--- src/rtl/hpcs_pkg.sv ---
// shared types and constants for the host power cycle sequencer
// no dependencies; used by the top level and its checker
`timescale 1ns / 1ps
`default_nettype none

package hpcs_pkg;

    typedef struct packed {
        logic       start_request;
        logic       reset_low;
        logic [1:0] host_state;
        logic       sleep5_low;
        logic       switch_good;
    } t_hpcs_in;

    typedef struct packed {
        logic       button_level;
        logic       switch_on;
        logic       busy_res;
        logic [2:0] status;
    } t_hpcs_out;

    localparam int CFG_DATA_W = 16;
    localparam int CFG_IDX_W  = 3;

    localparam logic [CFG_IDX_W-1:0] CFG_FORCEOFF = 3'd0;
    localparam logic [CFG_IDX_W-1:0] CFG_DOWN     = 3'd1;
    localparam logic [CFG_IDX_W-1:0] CFG_SWITCH   = 3'd2;
    localparam logic [CFG_IDX_W-1:0] CFG_DWELL    = 3'd3;
    localparam logic [CFG_IDX_W-1:0] CFG_PULSE    = 3'd4;
    localparam logic [CFG_IDX_W-1:0] CFG_UP       = 3'd5;
    localparam logic [CFG_IDX_W-1:0] CFG_OPTIONS  = 3'd6;

    localparam logic [2:0] ST_NONE        = 3'd0;
    localparam logic [2:0] ST_DONE        = 3'd1;
    localparam logic [2:0] ST_FORCEOFF_TO = 3'd2;
    localparam logic [2:0] ST_DOWN_TO     = 3'd3;
    localparam logic [2:0] ST_SKIPPED     = 3'd4;
    localparam logic [2:0] ST_UP_TO       = 3'd5;
    localparam logic [2:0] ST_IGNORED     = 3'd6;

    localparam logic [1:0] HS_S0 = 2'd0;
    localparam logic [1:0] HS_S5 = 2'd1;

    localparam int OPT_SW_PRESENT = 0;
    localparam int OPT_S5_GATE    = 1;
    localparam int OPT_SW_FIRST   = 2;

endpackage

`default_nettype wire

--- src/rtl/host_power_cycle_sequencer_unit.sv ---
// host power cycle sequencer: one poll tick in, one status word out
// the result word is registered when the tick word is accepted and shows in the next cycle
// throughput: one word per cycle while the output is not stalled, limited by the phase/timer update loop
// reset: synchronous active low; idle phase, timer zero, button released,
// switch powered, registers at their defaults
`timescale 1ns / 1ps
`default_nettype none

module host_power_cycle_sequencer_unit #(
    parameter int TIMER_BITS = 16
) (
    input  wire                                  i_clk,
    input  wire                                  i_rst_n,
    input  wire                                  i_in_valid,
    output logic                                 o_in_stall,
    input  wire hpcs_pkg::t_hpcs_in              i_in_data,
    output logic                                 o_out_valid,
    input  wire                                  i_out_stall,
    output hpcs_pkg::t_hpcs_out                  o_out_data,
    input  wire                                  i_cfg_we,
    input  wire [hpcs_pkg::CFG_IDX_W-1:0]        i_cfg_index,
    input  wire [hpcs_pkg::CFG_DATA_W-1:0]       i_cfg_data
);

    localparam int CW = TIMER_BITS + 16;

    typedef enum logic [2:0] {
        PH_IDLE, PH_FORCEOFF, PH_DOWNWAIT, PH_SWOFF,
        PH_DWELL, PH_SWON, PH_PULSE, PH_UPWAIT
    } t_phase;

    logic [15:0] r_forceoff, r_down, r_switch, r_dwell, r_up;
    logic [7:0]  r_pulse;
    logic [2:0]  r_options;

    t_phase                  r_phase, n_phase;
    logic [TIMER_BITS-1:0]   r_tick, n_tick;
    logic                    r_button, n_button;
    logic                    r_switch_on, n_switch_on;
    logic                    r_out_valid, n_out_valid;
    hpcs_pkg::t_hpcs_out     r_out, n_out;

    logic        w_in_acc;
    logic [15:0] w_limit;
    logic        w_sat;
    logic        w_hit;
    logic        w_down;
    logic        w_sw_present;
    logic [2:0]  w_status;
    logic [TIMER_BITS-1:0] w_tick_inc;

    assign o_in_stall  = r_out_valid && i_out_stall;
    assign w_in_acc    = i_in_valid && !o_in_stall;
    assign o_out_valid = r_out_valid;
    assign o_out_data  = r_out;

    // configuration registers
    always_ff @(posedge i_clk) begin
        if (!i_rst_n) begin
            r_forceoff <= 16'd1000;
            r_down     <= 16'd1000;
            r_switch   <= 16'd500;
            r_dwell    <= 16'd500;
            r_pulse    <= 8'd15;
            r_up       <= 16'd3000;
            r_options  <= 3'd1;
        end else if (i_cfg_we) begin
            case (i_cfg_index)
                hpcs_pkg::CFG_FORCEOFF: r_forceoff <= i_cfg_data;
                hpcs_pkg::CFG_DOWN:     r_down     <= i_cfg_data;
                hpcs_pkg::CFG_SWITCH:   r_switch   <= i_cfg_data;
                hpcs_pkg::CFG_DWELL:    r_dwell    <= i_cfg_data;
                hpcs_pkg::CFG_PULSE:    r_pulse    <= i_cfg_data[7:0];
                hpcs_pkg::CFG_UP:       r_up       <= i_cfg_data;
                hpcs_pkg::CFG_OPTIONS:  r_options  <= i_cfg_data[2:0];
                default: ;
            endcase
        end
    end

    // limit of the current wait, one shared compare
    always_comb begin
        case (r_phase)
            PH_FORCEOFF:       w_limit = r_forceoff;
            PH_DOWNWAIT:       w_limit = r_down;
            PH_SWOFF, PH_SWON: w_limit = r_switch;
            PH_DWELL:          w_limit = r_dwell;
            PH_PULSE:          w_limit = 16'(r_pulse);
            PH_UPWAIT:         w_limit = r_up;
            default:           w_limit = '0;
        endcase
    end

    assign w_sat        = (r_tick == {TIMER_BITS{1'b1}});
    assign w_hit        = (CW'(r_tick) >= CW'(w_limit)) || w_sat;
    assign w_tick_inc   = w_sat ? r_tick : r_tick + TIMER_BITS'(1);
    assign w_sw_present = r_options[hpcs_pkg::OPT_SW_PRESENT];
    assign w_down       = r_options[hpcs_pkg::OPT_S5_GATE]
                        ? i_in_data.sleep5_low
                        : (i_in_data.host_state == hpcs_pkg::HS_S5);

    always_comb begin
        n_phase     = r_phase;
        n_tick      = r_tick;
        n_button    = r_button;
        n_switch_on = r_switch_on;
        w_status    = hpcs_pkg::ST_NONE;
        case (r_phase)
            PH_IDLE: begin
                if (i_in_data.start_request) begin
                    n_phase  = PH_FORCEOFF;
                    n_tick   = '0;
                    n_button = 1'b0;
                end
            end
            PH_FORCEOFF: begin
                if (i_in_data.reset_low || (i_in_data.host_state != hpcs_pkg::HS_S0)) begin
                    n_button = 1'b1;
                    n_phase  = PH_DOWNWAIT;
                    n_tick   = '0;
                end else if (w_hit) begin
                    n_button = 1'b1;
                    n_phase  = PH_IDLE;
                    n_tick   = '0;
                    w_status = hpcs_pkg::ST_FORCEOFF_TO;
                end else begin
                    n_tick = w_tick_inc;
                end
            end
            PH_DOWNWAIT: begin
                if (w_down) begin
                    n_tick = '0;
                    if (w_sw_present) begin
                        n_switch_on = 1'b0;
                        n_phase     = PH_SWOFF;
                    end else begin
                        n_phase = PH_DWELL;
                    end
                end else if (w_hit) begin
                    n_phase  = PH_IDLE;
                    n_tick   = '0;
                    w_status = hpcs_pkg::ST_DOWN_TO;
                end else begin
                    n_tick = w_tick_inc;
                end
            end
            PH_SWOFF: begin
                if (!i_in_data.switch_good || w_hit) begin
                    n_phase = PH_DWELL;
                    n_tick  = '0;
                end else begin
                    n_tick = w_tick_inc;
                end
            end
            PH_DWELL, PH_SWON: begin
                if (r_phase == PH_DWELL && w_hit && w_sw_present
                    && r_options[hpcs_pkg::OPT_SW_FIRST]) begin
                    n_switch_on = 1'b1;
                    n_phase     = PH_SWON;
                    n_tick      = '0;
                end else if (w_hit || (r_phase == PH_SWON && i_in_data.switch_good)) begin
                    // re-check that the host is still down
                    if (!w_down) begin
                        n_phase  = PH_IDLE;
                        n_tick   = '0;
                        w_status = hpcs_pkg::ST_SKIPPED;
                    end else begin
                        n_phase  = PH_PULSE;
                        n_tick   = TIMER_BITS'(1);
                        n_button = 1'b0;
                    end
                end else begin
                    n_tick = w_tick_inc;
                end
            end
            PH_PULSE: begin
                if (w_hit) begin
                    n_button = 1'b1;
                    n_phase  = PH_UPWAIT;
                    n_tick   = '0;
                end else begin
                    n_tick = w_tick_inc;
                end
            end
            PH_UPWAIT: begin
                if (i_in_data.host_state == hpcs_pkg::HS_S0) begin
                    n_phase  = PH_IDLE;
                    n_tick   = '0;
                    w_status = hpcs_pkg::ST_DONE;
                end else if (w_hit) begin
                    n_phase  = PH_IDLE;
                    n_tick   = '0;
                    w_status = hpcs_pkg::ST_UP_TO;
                end else begin
                    n_tick = w_tick_inc;
                end
            end
            default: begin
                n_phase  = PH_IDLE;
                n_tick   = '0;
                n_button = 1'b1;
            end
        endcase

        if (w_status == hpcs_pkg::ST_NONE && i_in_data.start_request && r_phase != PH_IDLE) begin
            w_status = hpcs_pkg::ST_IGNORED;
        end

        n_out.button_level = n_button;
        n_out.switch_on    = n_switch_on;
        n_out.busy_res     = (n_phase != PH_IDLE);
        n_out.status       = w_status;

        if (w_in_acc) begin
            n_out_valid = 1'b1;
        end else if (!i_out_stall) begin
            n_out_valid = 1'b0;
        end else begin
            n_out_valid = r_out_valid;
        end
    end

    always_ff @(posedge i_clk) begin
        if (!i_rst_n) begin
            r_phase     <= PH_IDLE;
            r_tick      <= '0;
            r_button    <= 1'b1;
            r_switch_on <= 1'b1;
            r_out_valid <= 1'b0;
        end else begin
            r_out_valid <= n_out_valid;
            if (w_in_acc) begin
                r_phase     <= n_phase;
                r_tick      <= n_tick;
                r_button    <= n_button;
                r_switch_on <= n_switch_on;
            end
        end
        if (w_in_acc) begin
            r_out <= n_out;
        end
    end

endmodule

`default_nettype wire

--- config.mk ---
export PLATFORM = sky130hd
export DESIGN_NAME = host_power_cycle_sequencer_unit
export DESIGN_NICKNAME = d
export VERILOG_FILES = /design/src/rtl/hpcs_pkg.sv /design/src/rtl/host_power_cycle_sequencer_unit.sv
export SDC_FILE = /design/constraint.sdc
export NUM_CORES = 1
export LEC_CHECK = 0
export ABC_AREA = 1
export CAP_MARGIN = 20
export CORE_UTILIZATION = 40
export DETAILED_ROUTE_END_ITERATION = 10
export DONT_BUFFER_PORTS = 1
export SLEW_MARGIN = 0
export SYNTH_ARGS = -nofsm -noshare
export SYNTH_HDL_FRONTEND = slang
export SYNTH_SLANG_ARGS = --single-unit
--- constraint.sdc ---
create_clock -name i_clk -period 3 [get_ports i_clk]
set_input_delay 0.45 -clock i_clk [delete_from_list [all_inputs] [get_ports i_clk]]
set_output_delay 0.45 -clock i_clk [all_outputs]
set_load 0.005 [all_outputs]
# --- Word level (Yosys, flattened, before mapping) ---
# Index checks and enable logic that the tools add are counted.
word_totals:
  regBits: 119
  input_bits: 30
  output_inout_bits: 8
classes:
  n_addsub: 1
  magnitude_cmp: 1
  eq_ne: 17
  mux: 48
  n_reduce_logical: 31
op_table:
  columns: ["cell", "count"]
  rows:
  - ["$mux 16", 9]
  - ["$pmux 16 s7", 1]
  - ["$pmux 16 s6", 1]
  - ["$mux 3", 16]
  - ["$eq 3x3->1 const B", 7]
  - ["$pmux 3 s7", 1]
  - ["$add 16x1->16 const B", 1]
  - ["$eq 16x16->1 const B", 1]
  - ["$ge 16x16->1", 1]
  - ["$reduce_and 2->1", 8]
  - ["$mux 1", 13]
  - ["$eq 3x2->1 const B", 4]
  - ["$pmux 3 s4", 1]
  - ["$logic_not 3->1", 3]
  - ["$logic_and 1x1->1", 8]
  - ["$mux 2", 4]
  - ["$eq 3x1->1 const B", 2]
  - ["$reduce_bool 3->1", 2]
  - ["$logic_or 1x1->1", 4]
  - ["$pmux 1 s4", 1]
  - ["$reduce_or 2->1", 2]
  - ["$eq 2x1->1 const B", 1]
  - ["$logic_not 1->1", 2]
  - ["$logic_not 2->1", 1]
  - ["other kinds (4)", 4]

# --- Depth between registers and ports, before layout ---
# Gate-level depths: netlist (run 1).
logic_depth:
  word_depth: 13
  mapped_depth: 25
  mapped_depth_nobuf: 25

# --- Least setup slack after synthesis (run 1) ---
# OpenSTA, ideal clock, no wires.
synth_timing:
  kind: "register -> register"
  from: "reg r_phase[0]"
  to: "reg r_out (netlist bit o_out_data[3]), data pin"
  setup_time_ns: 0.260
  arrival_ns: 2.777
  required_ns: 2.740
  path_slack_ns: -0.037
  stages_incl_launch_ff: 23
  n_path_buf: 2
  cell_sequence: "dfxtp_1 buf_4 nand2_2 nor2_1 a21oi_1 clkbuf_1 o2111ai_1 a221oi_1 ha_1 nand2_1 nand2_1 nand2_1 nand2_1 nor2_1 nand2_1 nand2_1 nand3_1 nand2_1 clkinv_1 nand2_1 nand3_1 nor2_1 nand3_1"
synth_rtl:
  columns: ["element", "line", "text"]
  rows:
  - ["start, declared", "host_power_cycle_sequencer_unit.sv:36", "t_phase r_phase, n_phase;"]
  - ["start signal, assigned", "host_power_cycle_sequencer_unit.sv:233", "r_phase <= n_phase;"]
  - ["end signal, assigned", "host_power_cycle_sequencer_unit.sv:240", "r_out <= n_out;"]
  - ["end, declared", "host_power_cycle_sequencer_unit.sv:41", "hpcs_pkg::t_hpcs_out r_out, n_out;"]

==> results by stage, run 1 <==
CTS:
- The maximum clock insertion buffer count is 2.
- The clock drives roughly 120 sinks.
- The worst-skew pair later-pin latency is between 0.4 and 0.5 ns.
- The H-tree depth is 4.
- The number of clock buffers added by TritonCTS is 17.
- For this design, the CTS-stage hold fixing added 0 buffers.
- The root buffer cell is sky130_fd_sc_hd__clkbuf_16.
- The clock-pin transition on the worst setup and hold timing paths is 0.06 ns.
- TritonCTS built the clock tree.

Global routing:
- Summed over all layers, the global routing overflow is 0.
- Global routing used between 20% and 30% of the available tracks across all layers.
- For met1 alone, demand over resource in global routing was roughly 33%.
- The global-route wire length before repair is slightly below 30000 um.
- The maximum number of pins on one net before global-route repair is between 90 and 100.
- After global routing, the most crowded layer is met2.
- For met2 alone, demand over resource in global routing was a little under two fifths.
- The via count of the first global-routing pass was approximately 5.5k.
- The initial antenna violation count is 0.
- Global routing used between 5 and 6% of the available met3 tracks.

Cells and area:
- The ratio of cells with drive above 1 in the final layout is around 25%.
- The multi-input combinational cell area is about 3600 um^2.
- The final-stage net count is 970.
- The final non-filler cell total is 1120.
- The repair_antennas step left the layout with diodes totalling 0.
- The sequential cell area is roughly 2500 um^2.
- The count of filler cells inserted in the layout is approximately 1.3k.
- From synthesis to final layout, the design area changed by 33.0%.

Synth:
- The count of warnings emitted by yosys is 0.
- The prevailing post-synth register cell is sky130_fd_sc_hd__dfxtp_1.
- The post-synthesis instance area is between 6000 and 7000 um^2.
- The sequential-to-total area share from yosys stat is between 40% and 50%.
- The largest area contributor in the synthesized netlist is sky130_fd_sc_hd__dfxtp_1.
- Of all flip-flops after synthesis, the portion carrying an async set or reset was 0%.
- Counting every net in the synthesized netlist gives 901.
- The area share of the leading cell type in the synthesized netlist is about 38%.
- The post-synthesis cell count is between 800 and 900.
- The count of different cell masters after synthesis is 44.
- Ranked by total cell area, the synthesized netlist is headed by sky130_fd_sc_hd__dfxtp_1 38%, sky130_fd_sc_hd__nand2_1 12%, sky130_fd_sc_hd__nor2_1 7.6%.
- The number of storage elements in the synthesis netlist is roughly 120.
- The average instance in the mapped netlist occupies about 7.0 um^2.
- In this run, synthesis inferred 6 flip-flops with an integrated enable.

Flow run:
- The number of maximum-capacitance violations is 0.

STA:
- The fmax is 314 MHz.
- For the final database, setup skew stands at between 0.01 and 0.015 ns.
- The hold slack is around 0.13 ns.
- The number of pins exceeding their max-slew limit in the final report is 0.
- The headroom to the max-slew limit is approximately half.
- The routed design could run at a clock period as short as approximately 3.2 ns.
- The final-report hold violation count is 0.
- The period utilization is 106%.
- The slew at the pin closest to its max-slew limit is between 0.7 and 0.8 ns.
- The worst setup slack after layout is -0.182 ns.
- Setup repair after global routing could not meet its margin everywhere.
- Setup violations remaining at the end of the flow were counted as 24.

Worst setup path:
- The most critical setup path has its endpoint at o_out_data[3]$_DFFE_PP_.
- The kind of start point of the critical path is a flop.
- The cell count of the worst reg-to-reg path is 23.
- Data arrives at the worst endpoint at roughly 3.4 ns.
- Along the worst path, the maximum fanout reaches 6.
- Data on the critical path is required at its endpoint by about 3.2 ns.
- The type of the setup path with the least slack is flop to flop.
- The worst setup path is captured at a flop.
- The endpoint identified for the worst register-to-register timing path is o_out_data[3]$_DFFE_PP_.
- The worst setup path startpoint is r_phase[1]$_SDFFE_PN0P_.
- The worst register-to-register path begins at r_phase[1]$_SDFFE_PN0P_.
- The flop-to-flop setup slack is -0.18 ns.

Floorplan:
- For this design the top-level I/O count stands at 38.
- The die outline area is roughly 16000 um^2.
- The placeable core region is about 15000 um^2.
- The vertical extent of the die is between 100 and 150 um.
- The initial cell density of the core is 41.2%.
- The horizontal die dimension is around 120 um.
- The count of standard-cell rows is between 40 and 50.

Outcome:
- The checks that failed: negative setup slack.
- The flow ran to the end, but the final reports show violations.

Power and ir drop:
- The power density over cell area is around 570 nW/um^2.
- In this run the static leakage power is 3.53 nW.
- The final total power is around 4.6 mW.
- The worst-case IR drop observed on VDD is 0.414 mV.

Route:
- The number of remaining DRC errors is 0.
- Summed over all layers, the routed wires come to 18800 um.
- Dividing the detail-routed wire length by the instance count gives approximately 17 um.
- Using the TritonRoute via totals, the vias-per-cell ratio works out to 5.30.
- The total number of vias is 5935.
- Before antenna repair, the detailed router went through 5 iterations.
- For this block, the initial DRC count from the detailed router was between 400 and 500.
- The number of nets with antenna violations after routing is 0.

Hold path:
- Along the worst hold path, the cell count comes to 1.
- The tightest min-delay check is of the input port to flop type.
- The hold path startpoint is i_rst_n.

Placed design:
- The detailed-placement wirelength estimate is approximately 12000 um.
- The placement-stage worst setup slack is -0.408 ns.
- At the end of routability-driven placement, the weighted congestion stood at between 0.9 and 1.
- After detailed placement, the design holds a cell count of between 1k and 1.5k.
- In this run the tool buffered the top-level ports with 0 buffer cells.
through the flow:
stage	utilization (%)	area [um^2]	setup TNS (ns)
6_report	54.7	7990	-2.15
5_1_grt	54.7	7990	-5.90
4_1_cts	51.8	7550	-0.334
3_5_place_dp	45.0	6570	-7.34
3_3_place_gp	45.0	6570	-4.73
2_1_floorplan	-	6010	0
worst max-delay path: stages (launching register included):
cell and delay, ns:
sky130_fd_sc_hd__dfxtp_4 0.39, sky130_fd_sc_hd__buf_6 0.13, sky130_fd_sc_hd__nor3_4 0.05, sky130_fd_sc_hd__buf_6 0.12
sky130_fd_sc_hd__buf_6 0.11, sky130_fd_sc_hd__a221oi_2 0.23, sky130_fd_sc_hd__o21ai_1 0.09, sky130_fd_sc_hd__a21oi_1 0.13
sky130_fd_sc_hd__buf_4 0.16, sky130_fd_sc_hd__ha_4 0.21, sky130_fd_sc_hd__nand2_2 0.08, sky130_fd_sc_hd__nand2_2 0.06
sky130_fd_sc_hd__nand2_2 0.07, sky130_fd_sc_hd__nand2_2 0.05, sky130_fd_sc_hd__nand2_2 0.07, sky130_fd_sc_hd__nand2_2 0.06
sky130_fd_sc_hd__nor2_4 0.24, sky130_fd_sc_hd__nand3_4 0.14, sky130_fd_sc_hd__nand2_4 0.12, sky130_fd_sc_hd__nand2_2 0.06
sky130_fd_sc_hd__o21ai_2 0.14, sky130_fd_sc_hd__nand2_1 0.07, sky130_fd_sc_hd__inv_1 0.06, sky130_fd_sc_hd__nand3_2 0.07
cells in the final DEF (no fill, tap or decap), drive strengths merged, types with 3 or more instances in the layout:
cell type / Yosys / layout
bufinv: 0 / 3
xnor2: 6 / 6
nand2: 198 / 198
nor3: 11 / 11
a22oi: 5 / 5
inv: 84 / 87
ha: 17 / 17
dfxtp: 113 / 113
a21oi: 60 / 60
o21ai: 74 / 74
nand4: 12 / 12
buf: 8 / 82
a221oi: 13 / 13
edfxtp: 6 / 6
o211ai: 11 / 11
clkbuf: 25 / 21
clkinv: 3 / 7
o2111ai: 4 / 4
nand3: 63 / 64
nor2: 132 / 132
logic make-up (layout without fill, tap and decap cells):
group,count (synthesis),count (layout),share of synthesized area [%]
buffers and inverters,120,201,7.85
adder cells (fa/ha/maj),17,17,3.54
flip-flops,119,119,40.7
XOR/XNOR,6,6,0.875
AND/OR/NAND/NOR,418,419,30.5
AO/OA/AOI/OAI,174,174,16.6
where the power goes:
group | internal, mW | total (mW) | switching, mW
clock network | 1.35 | 2.10 | 0.753
registers | 1.66 | 1.70 | 0.0431
logic | 0.332 | 0.770 | 0.439
total | 3.34 | 4.58 | 1.24
registers in the layout, indices dropped and copies added (netlist names):
register     cells
r_switch_on      1
o_out_valid      1
r_tick          16
r_up            16
r_dwell         16
r_forceoff      16
r_phase          3
r_pulse          8
r_options        3
r_down          16
r_switch        16
r_button         1
o_out_data       6
layer usage:
layer	up-vias	share of wire, %
met4	0	1.9
met2	154	46
met3	26	5.0
met5	-	0
li1	2973	-
met1	2782	47
layout make-up:
type	count	share of cell area [%]
Multi-Input combinational cell	616	45.0
Sequential cell	119	30.7
Timing Repair Buffer	82	9.46
Clock buffer	21	5.77
Inverter	87	4.31
Tap cell	184	2.88
Clock inverter	11	1.83
what timing repair did:
| action | CTS | global route |
|---|---|---|
| endpoints found under the setup margin | 27 | 27 |
| hold endpoints to repair | 0 | 0 |
| gates cloned | 2 | 0 |
| setup buffers | 14 | 16 |
| gates resized for setup | 58 | 92 |
| pin swaps | 15 | 53 |
cell usage after synthesis, types with 2 or more instances:
cell / n
sky130_fd_sc_hd__buf_1: 2
sky130_fd_sc_hd__buf_2: 4
sky130_fd_sc_hd__nand2_1: 193
sky130_fd_sc_hd__inv_4: 2
sky130_fd_sc_hd__a21oi_1: 60
sky130_fd_sc_hd__nor3_1: 8
sky130_fd_sc_hd__inv_2: 8
sky130_fd_sc_hd__nand4_1: 11
sky130_fd_sc_hd__o211ai_1: 11
sky130_fd_sc_hd__nor3_2: 2
sky130_fd_sc_hd__nor2_4: 4
sky130_fd_sc_hd__edfxtp_1: 6
sky130_fd_sc_hd__o21ai_0: 69
sky130_fd_sc_hd__o21ai_1: 5
sky130_fd_sc_hd__ha_1: 17
sky130_fd_sc_hd__clkbuf_1: 25
sky130_fd_sc_hd__dfxtp_1: 113
sky130_fd_sc_hd__clkinv_1: 3
sky130_fd_sc_hd__nand3_1: 61
sky130_fd_sc_hd__o2111ai_1: 4
sky130_fd_sc_hd__a221oi_1: 13
sky130_fd_sc_hd__inv_1: 74
sky130_fd_sc_hd__xnor2_1: 6
sky130_fd_sc_hd__nor2_1: 121
sky130_fd_sc_hd__nor2_2: 6
sky130_fd_sc_hd__nand2_2: 4
sky130_fd_sc_hd__a22oi_1: 5
worst min path at each step:
stage	end
after floorplan	r_switch[10]$_SDFFE_PN0P_
after global placement	r_switch[11]$_SDFFE_PN0P_
after detailed placement	r_switch[9]$_SDFFE_PN0P_
after CTS	r_forceoff[8]$_SDFFE_PN1P_
after global routing	r_options[0]$_SDFFE_PN1P_
final	r_up[11]$_SDFFE_PN1P_
Note: power is estimated with default switching activity, not from simulation.
==> run 2, diff against run 1 <==
--- a/config.mk
+++ b/config.mk
@@ -7,6 +7,7 @@
 export LEC_CHECK = 0
 export ABC_AREA = 1
 export CAP_MARGIN = 20
+export CORE_ASPECT_RATIO = 2
 export CORE_UTILIZATION = 40
 export DETAILED_ROUTE_END_ITERATION = 10
 export DONT_BUFFER_PORTS = 1
==> results by stage, run 2 (synthesized netlist as in run 1, its figures left out) <==
CTS:
- The root buffer cell is sky130_fd_sc_hd__clkbuf_16.
- The H-tree depth is 4.
- The clock-pin transition on the worst setup and hold timing paths is 0.06 ns.
- The TritonCTS clock tree is built.
- The number of buffers created by CTS is 17.
- The maximum clock insertion buffer count is 2.
- The total clock sinks is between 100 and 150.
- The worst-skew pair later-pin latency is approximately 0.4 ns.

Power and ir drop:
- Net switching is roughly 27% of the power.
- Cell internal power was estimated by the tool at about 3.3 mW.
- In this run the static leakage power is roughly 3.5 nW.
- In this run the power spent charging and discharging nets is around 1.2 mW.
- Combinational logic is responsible for between 10% and 20% of the overall power.
- Per report_power, the clock group accounts for between 40% and 50% of the total.
- The power density over cell area is ~570 nW/um^2.
- In this run, flip-flops and latches consume 38.2% of the power.
- The maximum VDD drop is approximately 0.40 mV.

Global routing:
- Global routing used around a quarter of the available tracks across all layers.
- The remaining global-route overflow is 0.
- The first global-routing pass estimated ~30000 um of wire.
- The via count of the first global-routing pass is roughly 6.0k.
- The initial antenna violation count came to 0.
- Entering global routing, the biggest net connects 94 pins.

Worst setup path:
- Walking the worst path, the cells encountered are nand2_2, nor2_4, buf_12, buf_4, a22oi_2, o2111ai_4, a21oi_2, ha_1, a21oi_1, nand2_1, nor2_1, nand2_2, nand2_4, buf_6, nand3_1, nand2_1, nand2_1, nor2_2, nand2_1, inv_1, nand3_1.
- In this design, the critical path's most frequently occurring cell is sky130_fd_sc_hd__nand2_1.
- The category of the worst setup path capture point is a flop.
- The worst setup path is of the flop to flop kind.
- On the worst path, the slowest cell contributes a delay of 0.37 ns.
- STA puts the critical path data required time at approximately 3.2 ns.
- The worst-path cell with the longest stage delay is sky130_fd_sc_hd__dfxtp_4.
- The kind of start point of the critical path is a flop.
- The data arrival at the endpoint of the critical path is about 3.2 ns.
- The worst setup path startpoint is r_phase[1]$_SDFFE_PN0P_.
- The worst register-to-register path begins at r_phase[1]$_SDFFE_PN0P_.
- The peak fanout along the critical path is 6.

STA:
- Setup repair after global routing could not meet its margin everywhere.
- The period utilization is 102%.
- The final-report hold violation count came to 0.
- The headroom to the max-slew limit is a little over two fifths.
- The number of pins exceeding their max-slew limit in the final report is 0.
- For the pin with the worst max-slew slack, the measured transition is around 0.86 ns.
- The fmax is between 300 and 400 MHz.
- For the final database, setup skew stands at about 0.0085 ns.
- Summed over all failing endpoints, the final setup total negative slack is -0.355 ns.
- Subtracting the final worst setup slack from the clock period gives around 3 ns.
- The number of setup violations in the final report is 10.
- Once routing completed, OpenROAD measured the worst setup slack at -0.0704 ns.

Floorplan:
- The initial cell density of the core is slightly above 40%.
- The die is between 150 and 200 um tall.
- In this run the count of I/O pins placed on the die edge is 38.
- The placeable core region is about 15000 um^2.
- Measured along the x axis, the die boundary spans a little under 90 um.
- The count of standard-cell rows is 63.
- The die outline area is approximately 16000 um^2.

Cells and area:
- The library cell used most frequently in the layout, excluding fill and tap cells, is sky130_fd_sc_hd__nand2_1.
- The ratio of cells with drive above 1 in the final layout is around 22%.
- The number of antenna repair diodes is 0.
- The count of filler cells inserted in the layout is 1439.
- The final-stage net count is 967.
- The layout overhead on the synthesized area is 30.4%.
- In the layout the commonest cells are 180 x sky130_fd_sc_hd__nand2_1, 114 x sky130_fd_sc_hd__nor2_1, 110 x sky130_fd_sc_hd__dfxtp_1.
- The post-route cell area is about 7800 um^2.

Route:
- The count of nets left with antenna violations once routing finished came out at 0.
- The overall routed net length is approximately 19000 um.
- The number of violations reported at the end of detailed-routing iteration 0 is 308.
- The number of remaining DRC errors is 0.
- The final routed wire length divided by cell count is roughly 17 um.
- After detailed routing, the number of vias per cell comes to about 5.3.
- The detailed router placed around 6.0k vias in this run.
- The number of search-and-repair iterations in the first detailed-routing pass is 5.

Flow run:
- The tool flagged a number of max-cap violations equal to 0.

Hold path:
- In this run the worst hold path is classified as input port to flop.
- The worst hold path begins at i_rst_n.

Outcome:
- The final reports fail on negative setup slack.
- The run finished, with violations left.

Placed design:
- The placement-stage worst setup slack is -0.542 ns.
- Buffers placed on the I/O ports in this run total 0.
- In this run the cell area measured after placement is 6620 um^2.
- The final weighted congestion of routability-driven global placement is approximately 0.90.
- Detailed placement finished with a half-perimeter wire length of between 10000 and 15000 um.
==> run 2: worst paths after layout <==
| path | cells past startpoint | endpoint | slack (ns) |
|---|---|---|---|
| min reg2reg | 2 | r_switch[1]$_SDFFE_PN0P_ | 0.45 |
| max | 21 | o_out_data[3]$_DFFE_PP_ | -0.07 |
| min | 1 | r_down[8]$_SDFFE_PN1P_ | 0.15 |
| max reg2reg | 21 | o_out_data[3]$_DFFE_PP_ | -0.07 |
==> run 2: per-stage QoR <==
| step | utilization [%] | hold slack [ns] | instances | total power [mW] |
|---|---|---|---|---|
| floorplan | - | 0.425 | 854 | 2.08 |
| global placement | 44.9 | 0.434 | 1075 | 2.28 |
| detailed placement | 44.9 | 0.441 | 1075 | 2.29 |
| CTS | 51.4 | 0.115 | 1120 | 4.41 |
| global route | 53.1 | 0.127 | 1126 | 4.61 |
| finish | 53.1 | 0.150 | 1126 | 4.46 |
==> run 2: cell type report <==
cell class / count / area (um^2) / share of cell area, %
Clock buffer: 23 / 489 / 6.25
Clock inverter: 7 / 92.6 / 1.18
Inverter: 87 / 349 / 4.46
Multi-Input combinational cell: 616 / 3480 / 44.4
Sequential cell: 119 / 2450 / 31.3
Tap cell: 195 / 244 / 3.12
Timing Repair Buffer: 79 / 723 / 9.24
==> run 2: per-layer routing <==
metal	wire, um	vias to the layer above	track usage, %	share of wire (%)
li1	-	2967	-	-
met1	6930	2789	27.3	36
met2	10500	182	47.2	54
met3	788	74	4.70	4.1
met4	1250	0	18.0	6.4
met5	0	-	0	0
==> run 2: critical path, delay by kind of cell (launching register included) <==
family / cells / cell delay (ns)
AOI/OAI and AO/OA: 4 / 0.76
and+or+nand+nor: 12 / 0.98
buffers and inverters: 4 / 0.43
adders and majority gates: 1 / 0.27
DFF: 1 / 0.37
==> run 2: power by group through the flow <==
stage	clock [mW]	sequential [mW]	combinational, mW
2_1_floorplan	0	1.72	0.365
3_3_place_gp	0	1.73	0.549
3_5_place_dp	0	1.73	0.553
4_1_cts	2.05	1.70	0.655
5_1_grt	2.12	1.71	0.785
6_report	2.04	1.70	0.722
==> run 2: timing repair <==
item / CTS / global route
pin swaps: 20 / 28
hold buffers: 0 / 0
setup buffers: 14 / 7
setup endpoints to repair: 27 / 27
gates cloned: 1 / 0
gates resized for setup: 68 / 50
